<file path="config.mk">
export PLATFORM = sky130hd
export DESIGN_NAME = dstc_ctrl
export DESIGN_NICKNAME = d
export VERILOG_FILES = /design/src/rtl/dstc_pkg.sv /design/src/rtl/dstc_ctrl.sv
export SDC_FILE = /design/constraint.sdc
export NUM_CORES = 1
export LEC_CHECK = 0
export BUFFER_PORTS_ARGS = -buffer_cell sky130_fd_sc_hd__buf_2
export CORE_MARGIN = 10
export CORE_UTILIZATION = 25
export CTS_BUF_LIST = sky130_fd_sc_hd__clkbuf_8
export DETAILED_ROUTE_END_ITERATION = 10
export HOLD_SLACK_MARGIN = 0.15
export SLEW_MARGIN = 20
export SYNTH_ARGS = -nofsm -noshare
export SYNTH_HDL_FRONTEND = slang
export SYNTH_SLANG_ARGS = --single-unit
</file>
<file path="constraint.sdc">
create_clock -name clk -period 1.85 [get_ports clk]
set_input_delay 0 -clock clk [delete_from_list [all_inputs] [get_ports clk]]
set_output_delay 0 -clock clk [all_outputs]
set_load 0.1 [all_outputs]
</file>
<file path="src/rtl/dstc_pkg.sv">
// shared types, constants and codes of the dedup slot table
// no dependencies
package dstc_pkg;

  localparam int SLOT_COUNT   = 1024;
  localparam int SLOT_AW      = $clog2(SLOT_COUNT);
  localparam int PROBE_WINDOW = 8;
  localparam int PROBE_CW     = $clog2(PROBE_WINDOW + 1);
  localparam int DIV_STEPS    = 64;
  localparam int DIV_CW       = $clog2(DIV_STEPS + 1);

  localparam logic [1:0] OP_CLAIM   = 2'd0;
  localparam logic [1:0] OP_PUBLISH = 2'd1;
  localparam logic [1:0] OP_ABORT   = 2'd2;
  localparam logic [1:0] OP_NONE    = 2'd3;

  localparam logic [1:0] ROLE_HIT   = 2'd0;
  localparam logic [1:0] ROLE_WAIT  = 2'd1;
  localparam logic [1:0] ROLE_FETCH = 2'd2;
  localparam logic [1:0] ROLE_ACK   = 2'd3;

  localparam logic [1:0] ST_EMPTY    = 2'd0;
  localparam logic [1:0] ST_FETCHING = 2'd1;
  localparam logic [1:0] ST_READY    = 2'd2;

  localparam logic [1:0] CFG_TTL      = 2'd0;
  localparam logic [1:0] CFG_TAKEOVER = 2'd1;
  localparam logic [1:0] CFG_ARENA    = 2'd2;

  typedef struct packed {
    logic [1:0]  opcode;
    logic [63:0] key_id;
    logic [31:0] key_idx;
    logic        key_kind;
    logic [63:0] now_ms;
    logic [31:0] size_bytes;
    logic        exact_length;
  } in_item_t;

  typedef struct packed {
    logic [1:0]  role;
    logic        applied;
    logic [39:0] payload_offset;
    logic [31:0] payload_length;
  } out_item_t;

  typedef struct packed {
    logic [63:0] key_id;
    logic [31:0] key_idx;
    logic        kind;
    logic [63:0] start_time;
    logic [31:0] length;
    logic [39:0] offset;
    logic [63:0] lap_mark;
  } slot_rec_t;

  typedef struct packed {
    logic load;
    logic rd;
    logic chk;
    logic eval;
    logic tko;
    logic rsv;
    logic abt;
    logic div_go;
    logic div_sel;
    logic lap;
    logic pub;
    logic clr;
    logic fin;
  } dp_cmd_t;

  typedef struct packed {
    logic [1:0] opcode;
    logic       oversize;
    logic       probe_last;
    logic       clr_last;
    logic       match_fetch;
    logic       match_ready;
    logic       hit_ok;
    logic       stale;
    logic       rsv_found;
    logic       arena_zero;
    logic       div_done;
  } dp_sts_t;

endpackage

</file>
<file path="src/rtl/dstc_ctrl.sv">
// controller state machine sequencing clear, probe, check and write steps
// depends on dstc_pkg
module dstc_ctrl import dstc_pkg::*; (
  input  logic    clk,
  input  logic    rst_n,
  input  logic    start,
  output logic    busy,
  input  dp_sts_t sts,
  output dp_cmd_t cmd
);

  typedef enum logic [3:0] {
    S_CLEAR, S_IDLE, S_RD, S_CHK, S_EVAL, S_ACT, S_TKO, S_RSV, S_ABT,
    S_DIV1, S_WAIT1, S_LAP, S_DIV2, S_WAIT2, S_PUB, S_FIN
  } state_t;

  state_t state_r, state_nxt;

  always_comb begin
    state_nxt = state_r;
    unique case (state_r)
      S_CLEAR: if (sts.clr_last) state_nxt = S_IDLE;
      S_IDLE:  if (start) state_nxt = S_RD;
      S_RD: begin
        if (sts.opcode == OP_NONE || (sts.opcode == OP_CLAIM && sts.oversize)) begin
          state_nxt = S_FIN;
        end else begin
          state_nxt = S_CHK;
        end
      end
      S_CHK:   state_nxt = sts.probe_last ? S_EVAL : S_RD;
      S_EVAL:  state_nxt = S_ACT;
      S_ACT: begin
        state_nxt = S_FIN;
        unique case (sts.opcode)
          OP_CLAIM: begin
            if (sts.match_fetch) begin
              if (sts.stale) state_nxt = S_TKO;
            end else if (!(sts.match_ready && sts.hit_ok) && sts.rsv_found) begin
              state_nxt = S_RSV;
            end
          end
          OP_PUBLISH: if (sts.match_fetch && !sts.arena_zero) state_nxt = S_DIV1;
          OP_ABORT:   if (sts.match_fetch) state_nxt = S_ABT;
          default:    state_nxt = S_FIN;
        endcase
      end
      S_TKO, S_RSV, S_ABT, S_PUB: state_nxt = S_FIN;
      S_DIV1:  state_nxt = S_WAIT1;
      S_WAIT1: if (sts.div_done) state_nxt = S_LAP;
      S_LAP:   state_nxt = S_DIV2;
      S_DIV2:  state_nxt = S_WAIT2;
      S_WAIT2: if (sts.div_done) state_nxt = S_PUB;
      S_FIN:   state_nxt = S_IDLE;
      default: state_nxt = S_IDLE;
    endcase
  end

  always_ff @(posedge clk) begin
    if (!rst_n) begin
      state_r <= S_CLEAR;
    end else begin
      state_r <= state_nxt;
    end
  end

  always_comb begin
    cmd         = '0;
    cmd.load    = (state_r == S_IDLE) && start;
    cmd.rd      = (state_r == S_RD);
    cmd.chk     = (state_r == S_CHK);
    cmd.eval    = (state_r == S_EVAL);
    cmd.tko     = (state_r == S_TKO);
    cmd.rsv     = (state_r == S_RSV);
    cmd.abt     = (state_r == S_ABT);
    cmd.div_go  = (state_r == S_DIV1) || (state_r == S_DIV2);
    cmd.div_sel = (state_r == S_DIV2);
    cmd.lap     = (state_r == S_LAP);
    cmd.pub     = (state_r == S_PUB);
    cmd.clr     = (state_r == S_CLEAR);
    cmd.fin     = (state_r == S_FIN);
  end

  assign busy = (state_r != S_IDLE);

endmodule

</file>
==> flow_metrics.env <==
export IMPL_status="finished clean"
export IMPL_required_ns=1.85
export IMPL_power_density_mw_per_mm2=666.3
export IMPL_cts_tree="yes"
export IMPL_final_common_cell="buf_2"
export IMPL_reg_largest_list="state_r x4"
export IMPL_synth_mux_area_share_pct=0
export IMPL_synthFlopType="dfxtp_1"
export IMPL_max_stage_delay_ns=0.63
export IMPL_hpwl_mm=1.525
export IMPL_worstPathCellList="nand2_1 -> nor3_2 -> buf_2"
export IMPL_drt_pass1_iterations=4
export IMPL_vias_per_cell=4.841
export IMPL_rows=17
export IMPL_synth_top_family_by_area="simple AND/OR/NAND/NOR gates"
export IMPL_pre_cts_slack_ns=0.2190
export IMPL_synth_xor_area_share_pct=1.545
export IMPL_synthToLayoutAreaGrowth_pct=48.34
export IMPL_worst_slew_pin_slew_ns=0.5071
export IMPL_synth_nets=102
export IMPL_io_buffer_count=28
export IMPL_synthDistinctLibCells=31
export IMPL_gr_total_overflow=0
export IMPL_rsz0062_at_grt="false"
export IMPL_dieArea_mm2=0.004572
export IMPL_htreeDepth=1
export IMPL_cp_arrival_ns=1.71
export IMPL_max_cap_viol_count=0
export IMPL_grtUsageTotal_pct=8.350
export IMPL_clk_latency_ns=0.22
export IMPL_routed_wl_mm=1.826
export IMPL_initial_utilization_pct=25.87
export IMPL_hold_path_class="input pin to flip-flop"
export IMPL_finalHoldViolCount=0
export IMPL_final_cell_mix="buf_2 (25), inv_1 (9), nor2_1 (6), nand2_1 (6)"
export IMPL_ys_ff_latch=4
export IMPL_synth_compound_area_share_pct=30.46
export IMPL_period_share_pct=92.43
export IMPL_yosysWarnings=0
export IMPL_p_comb_share_pct=45.4
export IMPL_clk_pin_slew_ns=0.03
export IMPL_crit_buf_inv=1
export IMPL_slowest_stage="dfxtp_1"
export IMPL_yosysSeqAreaShare_pct=14.13
export IMPL_slew_violations=0
export IMPL_layout_drive_gt1_share_pct=40.00
export IMPL_netlist_area_um2=566.8
export IMPL_regMostFlops="state_r"
export IMPL_grt_pass1_vias=691
export IMPL_fin_util_pct=38.38
export IMPL_crit_path_max_fanout=16
export IMPL_fin_ws_ns=0.1401
export IMPL_place_congestion=0.8525
export IMPL_io_pins=29
export IMPL_fill_cells=225
export IMPL_slew_limit_headroom_pct=66.15
export IMPL_synth_fa_ha_area_share_pct=11.04
export IMPL_skew_ns=0.003491
export IMPL_fin_nets=132
export IMPL_drt_iter0_markers=34
export IMPL_p_int_uw=319.8
export IMPL_async_reset_ff_share_pct=0
export IMPL_period_needed_ns=1.710
export IMPL_die_height_um=67.62
export IMPL_cts_buffer_depth=2
export IMPL_die_x_um=67.62
export IMPL_seqPwrFrac_pct=21.1
export IMPL_p_leak_uw=0.0004141
export IMPL_synthCells=82
export IMPL_grt_max_degree=17
export IMPL_setup_violations=0
export IMPL_p_sw_uw=240.5
export IMPL_grt_pass1_wl_mm=2.939
export IMPL_antenna_found_initial=0
export IMPL_clock_fmax_ghz=0.5848
export IMPL_coreArea_mm2=0.002191
export IMPL_path_class="flip-flop to output port"
export IMPL_avgSynthCellArea_um2=6.912
export IMPL_largest_reg_flops=4
export IMPL_cts_sinks=4
export IMPL_cp_top_family="flip-flops"
export IMPL_synthSimpleGateAreaFrac_pct=32.23
export IMPL_drc=0
export IMPL_p_sw_share_pct=42.93
export IMPL_avgRoutedWirePerCell_um=13.23
export IMPL_cp_end_kind="output port"
export IMPL_numCtsBuffers=3
export IMPL_clkPwrFrac_pct=33.5
export IMPL_root_buffer="clkbuf_8"
export IMPL_num_antenna_cells=0
export IMPL_vias=668
export IMPL_vdd_drop_max_mv=0.2926
export IMPL_synth_edf_count=0
export IMPL_final_antenna_net_count=0
export IMPL_crit_path_start_kind="flip-flop"
==> metrics by stage <==
| step | area, um^2 | TNS, ns | hold WS, ns | cells | total power, uW |
|---|---|---|---|---|---|
| 2_1_floorplan | 603.1 | -0.4194 | 0.1175 | 82 | 298.4 |
| 3_3_place_gp | 782.0 | 0 | 0.2665 | 134 | 366.6 |
| 3_5_place_dp | 782.0 | 0 | 0.2697 | 134 | 369.4 |
| 4_1_cts | 834.6 | 0 | 0.1573 | 138 | 562.6 |
| 5_1_grt | 840.8 | 0 | 0.1733 | 138 | 589.5 |
| 6_report | 840.8 | 0 | 0.1546 | 138 | 560.3 |
==> area by class of cell <==
class	count	area (um^2)	area share, %
clock buffer	3	41.29	4.911
tap	28	35.03	4.167
multi-input combinational	65	465.4	55.36
inverter	9	33.78	4.018
sequential	4	82.58	9.821
timing repair buffer	29	182.7	21.73
==> timing repair <==
| item | 4_1_cts | 5_1_grt |
|---|---|---|
| hold buffers | 1 | 0 |
| setup endpoints to repair | 2 | 2 |
| hold endpoints to repair | 4 | 0 |
| resized for setup | 1 | 3 |
| buffers inserted | 0 | 0 |
==> cell families after synthesis <==
| logic type | after synthesis |
|---|---|
| simple gates | 36 |
| buf+inv | 13 |
| compound gates | 23 |
| flops | 4 |
| xor+xnor | 1 |
| fa+ha+maj | 5 |
==> tightest hold or removal path, cell delays in order <==
cell and delay (ns):
buf_2 0.10, nor2_1 0.09, a21oi_1 0.05, o211a_1 0.10
==> routing by layer <==
metal,GRT usage [%],up-vias,share of wire [%]
met4,3.077,0,1.5
li1,-,349,-
met1,8.772,295,41
met5,0,-,0
met3,5.455,4,10
met2,13.15,20,47
==> synth_stat cells (2+ instances only) <==
master	n	area, um^2
nor2b_1	3	18.77
dfxtp_1	4	80.08
a2bb2oi_1	2	17.52
nor2_1	10	37.54
ha_1	5	62.56
nand3_1	2	10.01
buf_2	3	15.01
a21oi_1	5	25.02
o21ai_0	2	10.01
nand2_1	6	22.52
o211a_1	2	20.02
o21a_1	3	22.52
inv_1	9	33.78
nand2b_1	4	25.02
nor3_1	4	20.02
o211ai_1	2	15.01
a211oi_1	2	15.01
==> power groups by stage <==
stage	Clock [uW]	Sequential, uW	Combinational [uW]
floorplan	0	101	198
detailed placement	0	117	252
global placement	0	117	250
global route	198	121	271
CTS	192	117	254
finish	188	118	254
==> path summary, 6_finish.rpt <==
path                            startpoint          to  slack [ns]  cells past startpoint
worst max register to register  state_r[2]  state_r[3]        0.23                      3
worst min-delay path                sts[7]  state_r[0]        0.15                      4
worst max-delay path            state_r[2]      cmd[8]        0.14                      3
worst min register to register  state_r[0]  state_r[0]        0.70                      2
(Power assumes the default switching activity.)
